===== config.mk =====
export PLATFORM = sky130hd
export DESIGN_NAME = bsort_ctrl
export DESIGN_NICKNAME = d
export VERILOG_FILES = /design/src/hw/rtl/bsort_pkg.sv /design/src/hw/rtl/bsort_ctrl.sv
export SDC_FILE = /design/constraint.sdc
export NUM_CORES = 1
export LEC_CHECK = 0
export ABC_AREA = 1
export BUFFER_PORTS_ARGS = -buffer_cell sky130_fd_sc_hd__buf_4
export CORE_UTILIZATION = 60
export CTS_BUF_LIST = sky130_fd_sc_hd__clkbuf_16
export DETAILED_ROUTE_END_ITERATION = 8
export PLACE_DENSITY = 0.91
export SETUP_SLACK_MARGIN = 0.2
export SLEW_MARGIN = 20
export SYNTH_ARGS = -nofsm -noshare
export SYNTH_HDL_FRONTEND = slang
export SYNTH_SLANG_ARGS = --single-unit

===== constraint.sdc =====
create_clock -name aclk -period 2.7 [get_ports aclk]
set_input_delay 0.405 -clock aclk [delete_from_list [all_inputs] [get_ports aclk]]
set_output_delay 0.405 -clock aclk [all_outputs]
set_load 0.03 [all_outputs]

===== src/hw/rtl/bsort_pkg.sv =====
// ----------------------------------------------------------------------------
// bsort_pkg
// Shared constants, state type and command struct of the bubble sorter.
// ----------------------------------------------------------------------------
package bsort_pkg;

    localparam int SET_MAX = 64;
    localparam int IDX_W   = $clog2(SET_MAX);
    localparam int CNT_W   = $clog2(SET_MAX + 1);
    localparam int DATA_W  = 32;
    localparam int ADDR_W  = 3;

    // register index of sort_mode
    localparam logic REG_SORT_MODE = 1'b0;

    localparam logic MODE_DESC_VALUE = 1'b0;
    localparam logic MODE_ASC_MAG    = 1'b1;

    typedef enum logic [1:0] {
        ST_LOAD,
        ST_SORT,
        ST_EMIT
    } bsort_state_t;

    typedef struct packed {
        logic             load_en;
        logic             sort_en;
        logic             sort_phase;
        logic             shift_en;
        logic [CNT_W-1:0] count;
    } bsort_cmd_t;

endpackage


===== src/hw/rtl/bsort_ctrl.sv =====
// ----------------------------------------------------------------------------
// bsort_ctrl
// Load / sort / emit sequencer with element count, pass count and output flags.
// ----------------------------------------------------------------------------
module bsort_ctrl
    import bsort_pkg::*;
(
    input  logic       aclk,
    input  logic       aresetn,
    input  logic       s_tvalid,
    output logic       s_tready,
    input  logic       s_tlast,
    output logic       m_tvalid,
    input  logic       m_tready,
    output logic       m_tlast,
    output bsort_cmd_t cmd
);

    bsort_state_t     state_reg, state_next;
    logic [CNT_W-1:0] count_reg, count_next;
    logic [CNT_W-1:0] pass_reg,  pass_next;
    logic             m_valid_reg, m_valid_next;
    logic             m_last_reg,  m_last_next;
    logic             in_acc;
    logic             out_load;

    always_ff @(posedge aclk) begin
        if (!aresetn) begin
            state_reg   <= ST_LOAD;
            count_reg   <= '0;
            pass_reg    <= '0;
            m_valid_reg <= 1'b0;
            m_last_reg  <= 1'b0;
        end else begin
            state_reg   <= state_next;
            count_reg   <= count_next;
            pass_reg    <= pass_next;
            m_valid_reg <= m_valid_next;
            m_last_reg  <= m_last_next;
        end
    end

    assign s_tready = (state_reg == ST_LOAD);
    assign in_acc   = s_tvalid && s_tready;
    assign out_load = (state_reg == ST_EMIT) && (!m_valid_reg || m_tready);

    always_comb begin
        state_next   = state_reg;
        count_next   = count_reg;
        pass_next    = pass_reg;
        m_valid_next = m_valid_reg;
        m_last_next  = m_last_reg;
        cmd          = '0;
        cmd.count    = count_reg;
        cmd.sort_phase = pass_reg[0];

        if (m_valid_reg && m_tready) begin
            m_valid_next = 1'b0;
        end

        case (state_reg)
            ST_LOAD: begin
                if (in_acc) begin
                    // drop values past a full set
                    if (count_reg < CNT_W'(SET_MAX)) begin
                        cmd.load_en = 1'b1;
                        count_next  = count_reg + 1'b1;
                    end
                    if (s_tlast) begin
                        pass_next  = '0;
                        state_next = ST_SORT;
                    end
                end
            end
            ST_SORT: begin
                cmd.sort_en = 1'b1;
                pass_next   = pass_reg + 1'b1;
                if (pass_reg == count_reg - 1'b1) begin
                    state_next = ST_EMIT;
                end
            end
            ST_EMIT: begin
                if (out_load) begin
                    cmd.shift_en = 1'b1;
                    m_valid_next = 1'b1;
                    m_last_next  = (count_reg == CNT_W'(1));
                    count_next   = count_reg - 1'b1;
                    if (count_reg == CNT_W'(1)) begin
                        state_next = ST_LOAD;
                    end
                end
            end
            default: begin
                state_next = ST_LOAD;
            end
        endcase
    end

    assign m_tvalid = m_valid_reg;
    assign m_tlast  = m_last_reg;

    a_count_bound: assert property (@(posedge aclk) disable iff (!aresetn)
        count_reg <= CNT_W'(SET_MAX))
        else $error("element count above set size");

    a_last_starts_sort: assert property (@(posedge aclk) disable iff (!aresetn)
        (s_tvalid && s_tready && s_tlast) |=> (state_reg == ST_SORT))
        else $error("closing item did not start the sort");

    a_sort_nonempty: assert property (@(posedge aclk) disable iff (!aresetn)
        (state_reg == ST_SORT || state_reg == ST_EMIT) |-> (count_reg != '0))
        else $error("sort or emit with an empty set");

    a_last_out_ends: assert property (@(posedge aclk) disable iff (!aresetn)
        (out_load && count_reg == CNT_W'(1)) |=> (m_tlast && state_reg == ST_LOAD))
        else $error("final element not marked last");

endmodule

==> run summary, run 1 <==
Status: finished clean
Post-cts sizing count: 0
Pre-CTS setup slack: 1.00 ns
Max-Slew Margin vs Limit: 74.7%
Vias in the first global route: 1190
Reg2reg end: state_reg[0]
Die Area: 2300 um2
WL per Instance: 14.0 um
Starting density of the core: 64.5%
Final Max Tran Viols: 0
Final Setup Violations: 0
Root Buffer: clkbuf_16
Overall Global Routing Usage: 31.0%
P_leak: 0.671 nW
Cells after synthesis: 186
Die Width: 47.9 um
CP peak stage delay: 0.43 ns
DRC Markers: 0
Largest area contributor in the netlist: dfxtp_1
Post-Synthesis Net Count: 195
Antenna fix cells: 0
Final instance area: 1500 um2
Pwr dens: 516 nW/um2
Worst setup EP type: flop
Critical path class: reg -> reg
Unique masters post-synth: 31
Maximum root-to-sink buffer count: 2
Vias per cell: 5.87
Clock skew: 0.00361 ns
NetSw: 0.000240 W
Cells along the critical path: inv_2 -> ha_1 -> nand2_1 -> nand2_1 -> nand2_1 -> nand2_1 -> nor2_1 -> nand3_1 -> nor2_1 -> nand2_1 -> nand2_1 -> a21oi_1
Number of detailed-route iterations in the first pass: 4
Crit path time final: 1.77 ns
Top cells by area, synth: dfxtp_1, nand2_1, nand3_1, inv_1, a21oi_1
Peak Freq: 565 MHz
Peak VDD IR: 0.375 mV
Core area: 1960 um2
WHS Endpoint: count_reg[6]
HP Class: in -> reg
Ports: 19
R2R Setup Slk: 0.93 ns
Share of layout cells above drive strength 1: 22.0%
Syn. warnings: 0
Postcts setup bufs: 0
Synth top area share: 28.5%
Worst-path clk slew: 0.06 ns
Final period util: 65.6%
Hold depth: 3
Final ANT Viol Nets: 0
Reg2reg path depth: 12
Synth Register Bits: 18
Seq/Total Area, Yosys: 28.5%
FP Rows: 16
Area Overhead vs Synth: 18.3%
Clock share of power: 39.4%
# H-tree levels: 1
Clock Latency Late Sink: 0.25 ns
Hold Buf Count CTS: 0
Primary FF master, synth: dfxtp_1
Grt ovf: 0
Final HPWL DP: 2330 um
Critical path fanouts, max: 8
Port Buffers: 18
Finished Layout Cells: 232
Largest net degree at the start of global routing: 11
Crit-path leading delay family: simple AND/OR/NAND/NOR gates
Max-Cap Viols: 0
Critical Path AT: 1.89 ns
CTS tree: done
Worst r2r src: count_reg[0]
Sequential share of power: 37.7%
Post-placement cell area: 1420 um2
Cell Count Post-Placement: 228
Sw Ratio: 31.1%
DRT Wirelength: 3260 um
Startpoint Class: flop
DRT iter0 DRCs: 58
Worst Slack Setup Final: 0.930 ns
Fraction of registers with async set/reset: 0%
Nets: 215
Final hold vios: 0
Die height: 47.9 um
CTS buffer count: 3
Placer Congestion: 0.910
Synth Area per Inst: 6.80 um2
Int Pwr: 0.000532 W
# clock sinks: 18
Most frequent CP cell: nand2_1
CP max stage cell: dfxtp_1
CP bufs+invs: 1
Core utilization of the finished layout: 76.3%
First-pass GRT wire length: 5000 um
Post-Route Setup TNS: 0 ns
RSZ-0062 raised after global routing: no
Worst EP required: 2.82 ns
Worst-Margin Slew: 0.376 ns
Hold path start: aresetn
Mapped Area: 1260 um2
Via count: 1362
Post-synth EDFFs: 0
Initial antenna violation count: 0
Comb pwr share: 22.9%
-- placed cells by master, fill, tap and decap left out, drive strengths merged --
master  netlist  routed
nor3          7       7
o211ai        2       2
ha            4       4
or2           1       1
inv          29      29
o21bai        1       1
nand2        41      41
clkbuf        1       3
o21ai        10      10
clkinv        0       1
nand3        19      19
a221oi        1       1
xor2          4       4
nor4          2       2
a31oi         1       1
nor3b         2       2
nand4         4       4
buf           2      18
a21oi        15      15
nor2         21      21
dfxtp        18      18
a22oi         1       1
-- area by class of cell --
type | count | area (um2)
Multi-Input combinational cell | 136 | 779
Fill cell | 157 | 465
Sequential cell | 18 | 360
Timing Repair Buffer | 18 | 135
Inverter | 29 | 109
Clock buffer | 3 | 75.1
Tap cell | 27 | 33.8
Clock inverter | 1 | 3.75
-- worst reg2reg max path, stage by stage, from the launching register on --
cell	delay, ns
dfxtp_1	0.43
inv_2	0.11
ha_1	0.31
nand2_1	0.13
nand2_1	0.10
nand2_1	0.07
nand2_1	0.04
nor2_1	0.08
nand3_1	0.07
nor2_1	0.12
nand2_1	0.07
nand2_1	0.05
a21oi_1	0.06
-- worst max path at each step --
| stage | slack, ns | to | startpoint | cells after the start |
|---|---|---|---|---|
| 6_report | 0.93 | state_reg[0] | count_reg[0] | 12 |
| 5_1_grt | 0.76 | state_reg[1] | count_reg[0] | 12 |
| 4_1_cts | 0.94 | state_reg[0] | count_reg[0] | 12 |
| 3_5_place_dp | 1.00 | state_reg[0] | count_reg[0] | 12 |
| 3_3_place_gp | 1.10 | state_reg[0] | count_reg[0] | 10 |
| 2_1_floorplan | 0.94 | state_reg[0] | count_reg[0] | 10 |
-- metal layers --
metal	routed length, um	track usage [%]
met1	1290	36.0
met2	1620	52.4
met3	200	5.66
met4	156	18.9
met5	0	0
-- stage by stage --
step / power [W] / hold slack, ns
CTS: 0.000770 / 0.448
detailed placement: 0.000464 / 0.487
finish: 0.000772 / 0.452
global route: 0.000797 / 0.463
floorplan: 0.000420 / 0.458
global placement: 0.000458 / 0.471
-- cells in the mapped netlist (2+ instances only) --
master / count
a21oi_1: 15
dfxtp_1: 18
ha_1: 4
inv_1: 21
inv_2: 8
nand2_1: 39
nand3_1: 19
nand4_1: 4
nor2_1: 16
nor2_2: 3
nor3_2: 6
nor3b_1: 2
nor4_1: 2
o211ai_1: 2
o21ai_0: 3
o21ai_1: 6
xor2_1: 4
-- power by group through the flow --
| stage | Sequential [W] | Clock (W) | Combinational, W |
|---|---|---|---|
| final | 0.000291 | 0.000304 | 0.000177 |
| after global routing | 0.000292 | 0.000314 | 0.000192 |
| after CTS | 0.000290 | 0.000305 | 0.000174 |
| after detailed placement | 0.000296 | 0 | 0.000169 |
| after global placement | 0.000295 | 0 | 0.000163 |
| after floorplan | 0.000302 | 0 | 0.000118 |
-- cell families after synthesis --
kind of cell	share of synthesized area, %
simple gates	39.0
flops	28.5
compound gates	15.9
buf+inv	9.89
xor+xnor	2.77
fa+ha+maj	3.96
No activity file was read; power rests on OpenSTA's default activity.
==> inputs of run 2 (changes only) <==
- ABC_AREA: 1 -> 0
- CORE_UTILIZATION: 60 -> 55
- PLACE_DENSITY: 0.91 -> 0.86
- clock period: 2.7 -> 1.7 ns (I/O delays scaled with it)
==> run 2 against run 1 <==
  * Sequential power is 54% higher
  * Maximum frequency increased by 15%
  * Register-to-register slack worse by 0.77 ns
  * Critical path depth is 6 lower
  * Critical endpoint unchanged
==> run summary, run 2 <==
Status: finished clean
Fraction of registers with async set/reset: 0% (unchanged)
Worst-Margin Slew: 0.335 ns (-0.0410 ns)
Pwr dens: 821 nW/um2 (+59%)
Grt met3 use: 3.33% (-2.3 points)
Synth Area per Inst: 9.00 um2 (+32%)
Final HPWL DP: 1700 um (-27%)
Most common cell after layout, fill and taps aside: buf_4
FP Rows: 16 (unchanged)
Nets: 160 (-26%)
DRT iter0 DRCs: 26 (-55%)
Number of detailed-route iterations in the first pass: 4 (unchanged)
Ports: 19 (unchanged)
Core area: 1980 um2 (+1.0%)
Post-Route Setup TNS: 0 ns (unchanged)
Final Setup Violations: 0 (unchanged)
CP max stage cell: dfxtp_4
Synth top cells by count: dfxtp_1, xnor2_1, nor2_1
Core utilization of the finished layout: 75.3% (-0.96 points)
Cells after synthesis: 131 (-30%)
Critical path fanouts, max: 7 (-1)
Max-Cap Viols: 0 (unchanged)
Crit path time final: 1.54 ns (-0.230 ns)
Peak Freq: 649 MHz (+15%)
Overall Global Routing Usage: 22.9% (-8.1 points)
Seq/Total Area, Yosys: 30.6% (+2.1 points)
Peak VDD IR: 0.596 mV (+59%)
Vias in the first global route: 871 (-27%)
Via count: 1020 (-25%)
First-pass GRT wire length: 3690 um (-26%)
Vias per cell: 5.76 (-1.8%)
Startpoint Class: flop
Hold path start: aresetn
Critical path class: reg -> reg
Port Buffers: 18 (unchanged)
Worst-path clk slew: 0.05 ns (about the same)
Post-placement cell area: 1330 um2 (-6.0%)
Clock skew: 0.00104 ns (-0.00257 ns)
Worst EP required: 1.84 ns (-0.98 ns)
Largest area contributor in the netlist: dfxtp_1
Worst setup EP type: flop
Starting density of the core: 59.5% (-5.0 points)
Root Buffer: clkbuf_16
Worst r2r src: count_reg[1]
Largest net degree at the start of global routing: 16 (+5)
CTS buffer count: 3 (unchanged)
Crit-path leading delay family: compound AO/OA/AOI/OAI gates
Met1 GRT Util: 31.3% (-4.7 points)
Top cells by area, synth: dfxtp_1, xnor2_1, xor2_1, ha_1, and2_1
CP peak stage delay: 0.34 ns (-0.09 ns)
Max-Slew Margin vs Limit: 77.6% (+3.0 points)
Final period util: 90.6% (+25 points)
Unique masters post-synth: 39 (+26%)
DRT Wirelength: 2650 um (-19%)
Final hold vios: 0 (unchanged)
Finished Layout Cells: 177 (-24%)
Die Width: 48.3 um (+0.78%)
R2R Setup Slk: 0.16 ns (-0.77 ns)
Cells along the critical path: inv_2 -> ha_4 -> nand3_1 -> a221oi_2 -> a41oi_1 -> o311a_1
# H-tree levels: 1 (unchanged)
Post-synth EDFFs: 0 (unchanged)
Primary FF master, synth: dfxtp_1
Clock Latency Late Sink: 0.25 ns (about the same)
Post-Synthesis Net Count: 140 (-28%)
Final Max Tran Viols: 0 (unchanged)
Final ANT Viol Nets: 0 (unchanged)
CP bufs+invs: 1 (unchanged)
Critical Path AT: 1.68 ns (-0.21 ns)
DRC Markers: 0 (unchanged)
Initial antenna violation count: 0 (unchanged)
# clock sinks: 18 (unchanged)
Die height: 48.3 um (+0.78%)
Grt ovf: 0 (unchanged)
Cell Count Post-Placement: 168 (-26%)
Final instance area: 1490 um2 (-0.25%)
Mapped Area: 1180 um2 (-6.8%)
Busiest grt layer: met2
GR Util met2: 35.2% (-17 points)
CTS tree: done
Worst setup path startpoint: count_reg[1]
Die Area: 2330 um2 (+1.6%)
Synth top area share: 30.6% (+2.1 points)
Tot Pwr: 0.00123 W (+59%)
Maximum root-to-sink buffer count: 2 (unchanged)
Placer Congestion: 0.887 (-2.6%)
Fillcell total: 126 (-20%)
Area Overhead vs Synth: 26.6%
Most frequent cells in the layout: buf_4, xnor2_1, nor2_1
Share of layout cells above drive strength 1: 37.3% (+15 points)
Synth Register Bits: 18 (unchanged)
Antenna fix cells: 0 (unchanged)
Syn. warnings: 0 (unchanged)
WL per Instance: 14.9 um (+6.4%)
RSZ-0062 raised after global routing: yes
P_leak: 0.641 nW (-4.5%)
Most frequent cell after synthesis: dfxtp_1
HP Class: in -> reg
## run 2: cells by family after synthesis
kind of cell | share of synthesized area [%]
multiplexers | 0.849
AO/OA/AOI/OAI | 13.5
XOR/XNOR | 17.0
AND/OR/NAND/NOR | 28.1
flip-flops | 30.6
adder cells (fa/ha/maj) | 4.25
buffers and inverters | 5.73
## run 2: worst reg2reg max path: stages (launching register included)
cell and delay (ns):
dfxtp_4 0.34, inv_2 0.08, ha_4 0.19, nand3_1 0.12, a221oi_2 0.29, a41oi_1 0.09
o311a_1 0.32
## run 2: worst paths after layout
| check | to | cells after the start |
|---|---|---|
| hold reg to reg | pass_reg[1] | 2 |
| hold / removal | state_reg[0] | 2 |
| setup reg to reg | state_reg[0] | 6 |
| setup / recovery | state_reg[0] | 6 |
## run 2: cell type report
class | instances | area [um2] | share of cell area [%]
clock buffers | 3 | 75.1 | 5.03
clock inverters | 1 | 3.75 | 0.251
inverters | 2 | 7.51 | 0.503
repair buffers | 25 | 195 | 13.1
flip-flops and latches | 18 | 383 | 25.6
well taps | 27 | 33.8 | 2.26
multi-input cells | 101 | 795 | 53.2
## run 2: routing by layer
metal	vias up	share of wire (%)
met5	-	0
met4	0	1.5
li1	497	-
met2	24	52
met1	494	44
met3	5	2.9
## run 2: timing repair
action	in CTS	in global routing
hold buffers	0	0
setup buffers	4	1
gates resized for setup	3	12
setup endpoints to repair	8	14
pin swaps	2	9
## run 2: through the flow
step	setup WS [ns]	hold WS [ns]
after floorplan	0.0594	0.383
after global placement	0.163	0.510
after detailed placement	0.0964	0.527
after CTS	0.181	0.319
after global routing	0.121	0.324
final	0.160	0.324
## run 2: power breakdown
group          internal [W]  switching [W]
sequential         0.000432      0.0000156
clock              0.000313       0.000171
combinational      0.000139       0.000154
==> inputs of run 3 (changes only) <==
- RECOVER_POWER: not set -> 25
==> run 3 against run 2 <==
  * Count of clock-buffer cells in the layout unchanged
  * Sequential cell count unchanged
  * Clock skew is essentially flat
  * Sequential share of layout area up 0.18 points
  * Critical path type unchanged
  * Largest power group unchanged
==> run summary, run 3 (synthesis gave the netlist of run 2 again) <==
Core area: 1980 um2 (unchanged)
Critical path class: reg -> reg
Cell Count Post-Placement: 168 (unchanged)
DRT Wirelength: 2640 um (about the same)
Final ANT Viol Nets: 0 (unchanged)
FP Rows: 16 (unchanged)
Core utilization of the finished layout: 74.3% (-1.0 points)
Final period util: 91.9% (+1.3 points)
Worst r2r src: count_reg[4]
CP peak stage delay: 0.42 ns (+0.08 ns)
Sequential share of power: 36.7% (+0.2 points)
WHS Endpoint: state_reg[0]
Worst-path clk slew: 0.05 ns (about the same)
Comb pwr share: 23.7% (-0.3 points)
Share of layout cells above drive strength 1: 32.7% (-4.7 points)
WHS: 0.321 ns (-0.00309 ns)
Grt ovf: 0 (unchanged)
Most frequent cells in the layout: buf_4, xnor2_1, dfxtp_1
# H-tree levels: 1 (unchanged)
Worst setup EP type: flop
Final Setup Violations: 0 (unchanged)
Cells along the critical path: nor2_1 -> nand3_1 -> xnor2_2 -> nand3_1 -> o311a_1
# clock sinks: 18 (unchanged)
Clock skew: 0.00107 ns (+0.0000263 ns)
Placer Congestion: 0.887 (unchanged)
Clock Latency Late Sink: 0.25 ns (about the same)
Post-Route Setup TNS: 0 ns (unchanged)
Critical path fanouts, max: 8 (+1)
Max-Slew Margin vs Limit: 74.6% (-3.1 points)
Register area: 380 um2 (-0.65%)
Sw Ratio: 27.9% (+0.061 points)
Final hold vios: 0 (unchanged)
Nets: 160 (unchanged)
Peak Freq: 640 MHz (-1.4%)
Die Width: 48.3 um (unchanged)
Most frequent CP cell: nand3_1
Finished Layout Cells: 177 (unchanged)
R2R Setup Slk: 0.14 ns (-0.02 ns)
Antenna fix cells: 0 (unchanged)
First-pass GRT wire length: 3690 um (unchanged)
Port Buffers: 18 (unchanged)
NetSw: 0.000340 W (-0.27%)
Pwr dens: 828 nW/um2 (+0.86%)
Reg2reg path depth: 5 (-1)
Vias per cell: 5.66 (-1.8%)
WL per Instance: 14.9 um (about the same)
Initial antenna violation count: 0 (unchanged)
Worst EP required: 1.84 ns (about the same)
Number of detailed-route iterations in the first pass: 4 (unchanged)
P_leak: 0.623 nW (-2.8%)
Reg2reg end: state_reg[0]
Starting density of the core: 59.5% (unchanged)
CTS buffer count: 3 (unchanged)
RSZ-0062 raised after global routing: yes
DRC Markers: 0 (unchanged)
Via count: 1002 (-1.8%)
Startpoint Class: flop
Status: finished clean
Hold path start: aresetn
Final HPWL DP: 1700 um (unchanged)
HP Class: in -> reg
Die Area: 2330 um2 (unchanged)
Area Overhead vs Synth: 24.9%
Max-Cap Viols: 0 (unchanged)
Root Buffer: clkbuf_16
Worst-Margin Slew: 0.381 ns (+0.0458 ns)
Fillcell total: 133 (+5.6%)
Tot Pwr: 0.00122 W (-0.49%)
Peak VDD IR: 0.607 mV (+1.9%)
Maximum root-to-sink buffer count: 2 (unchanged)
Overall Global Routing Usage: 22.9% (unchanged)
CP max stage cell: dfxtp_1
Largest net degree at the start of global routing: 16 (unchanged)
Critical Path AT: 1.70 ns (+0.02 ns)
Die height: 48.3 um (unchanged)
Ports: 19 (unchanged)
Area occupied by multi-input gates: 792 um2 (-0.31%)
Hold depth: 2 (unchanged)
CTS tree: done
Vias in the first global route: 871 (unchanged)
Most common cell after layout, fill and taps aside: buf_4
Int Pwr: 0.000880 W (-0.58%)
Final Max Tran Viols: 0 (unchanged)
DRT iter0 DRCs: 27 (+3.8%)
Crit path time final: 1.56 ns (+0.0221 ns)
Clock share of power: 39.7% (+0.2 points)
run 3: changes by cell type in the layout (fill, tap and decap cells not counted), sizes merged:
| cell | before | now |
|---|---|---|
| buf | 25 | 21 |
| clkbuf | 3 | 7 |
run 3: power by group through the flow:
stage,Clock [W],Combinational [W],Sequential [W]
floorplan,0,0.000185,0.000477
global placement,0,0.000237,0.000470
detailed placement,0,0.000243,0.000472
CTS,0.000490,0.000275,0.000450
global route,0.000501,0.000309,0.000450
finish,0.000484,0.000288,0.000447
run 3: through the flow:
| stage | setup WS [ns] | instance area [um2] |
|---|---|---|
| 2_1_floorplan | 0.0594 | 1220 |
| 3_3_place_gp | 0.163 | 1330 |
| 3_5_place_dp | 0.0964 | 1330 |
| 4_1_cts | 0.181 | 1450 |
| 5_1_grt | 0.109 | 1470 |
| 6_report | 0.137 | 1470 |
run 3: final cells by class:
class | count | area share [%]
Sequential cell | 18 | 25.8
Multi-Input combinational cell | 101 | 53.8
Timing Repair Buffer | 25 | 12.2
Clock inverter | 1 | 0.255
Inverter | 2 | 0.510
Tap cell | 27 | 2.29
Clock buffer | 3 | 5.10
run 3: routing by layer:
metal / routed length [um] / share of wire, % / track usage [%]
met3: 63 / 2.4 / 3.33
met1: 1180 / 45 / 31.3
met2: 1360 / 51 / 35.2
met4: 41 / 1.6 / 11.1
met5: 0 / 0 / 0
run 3: worst max path at each step:
stage | start | slack [ns] | to | cells past startpoint
5_1_grt | count_reg[4] | 0.11 | count_reg[6] | 5
2_1_floorplan | count_reg[0] | 0.06 | state_reg[0] | 8
6_report | count_reg[4] | 0.14 | state_reg[0] | 5
4_1_cts | count_reg[1] | 0.18 | state_reg[0] | 6
3_3_place_gp | count_reg[0] | 0.16 | state_reg[0] | 6
3_5_place_dp | count_reg[0] | 0.1 | state_reg[0] | 7
run 3: worst max-delay path, delay by kind of cell (launching register included):
family | cells | cell delay (ns)
DFF | 1 | 0.42
xor gates and xnor gates | 1 | 0.19
AOI/OAI and AO/OA | 1 | 0.34
and+or+nand+nor | 3 | 0.50
run 3: repair_timing:
item	CTS	global route
buffers inserted	4	1
gates cloned	0	0
hold buffers	0	0
pin swaps	2	9
endpoints found under the setup margin	8	14
endpoints found under the hold margin	0	0
resized for setup	3	12
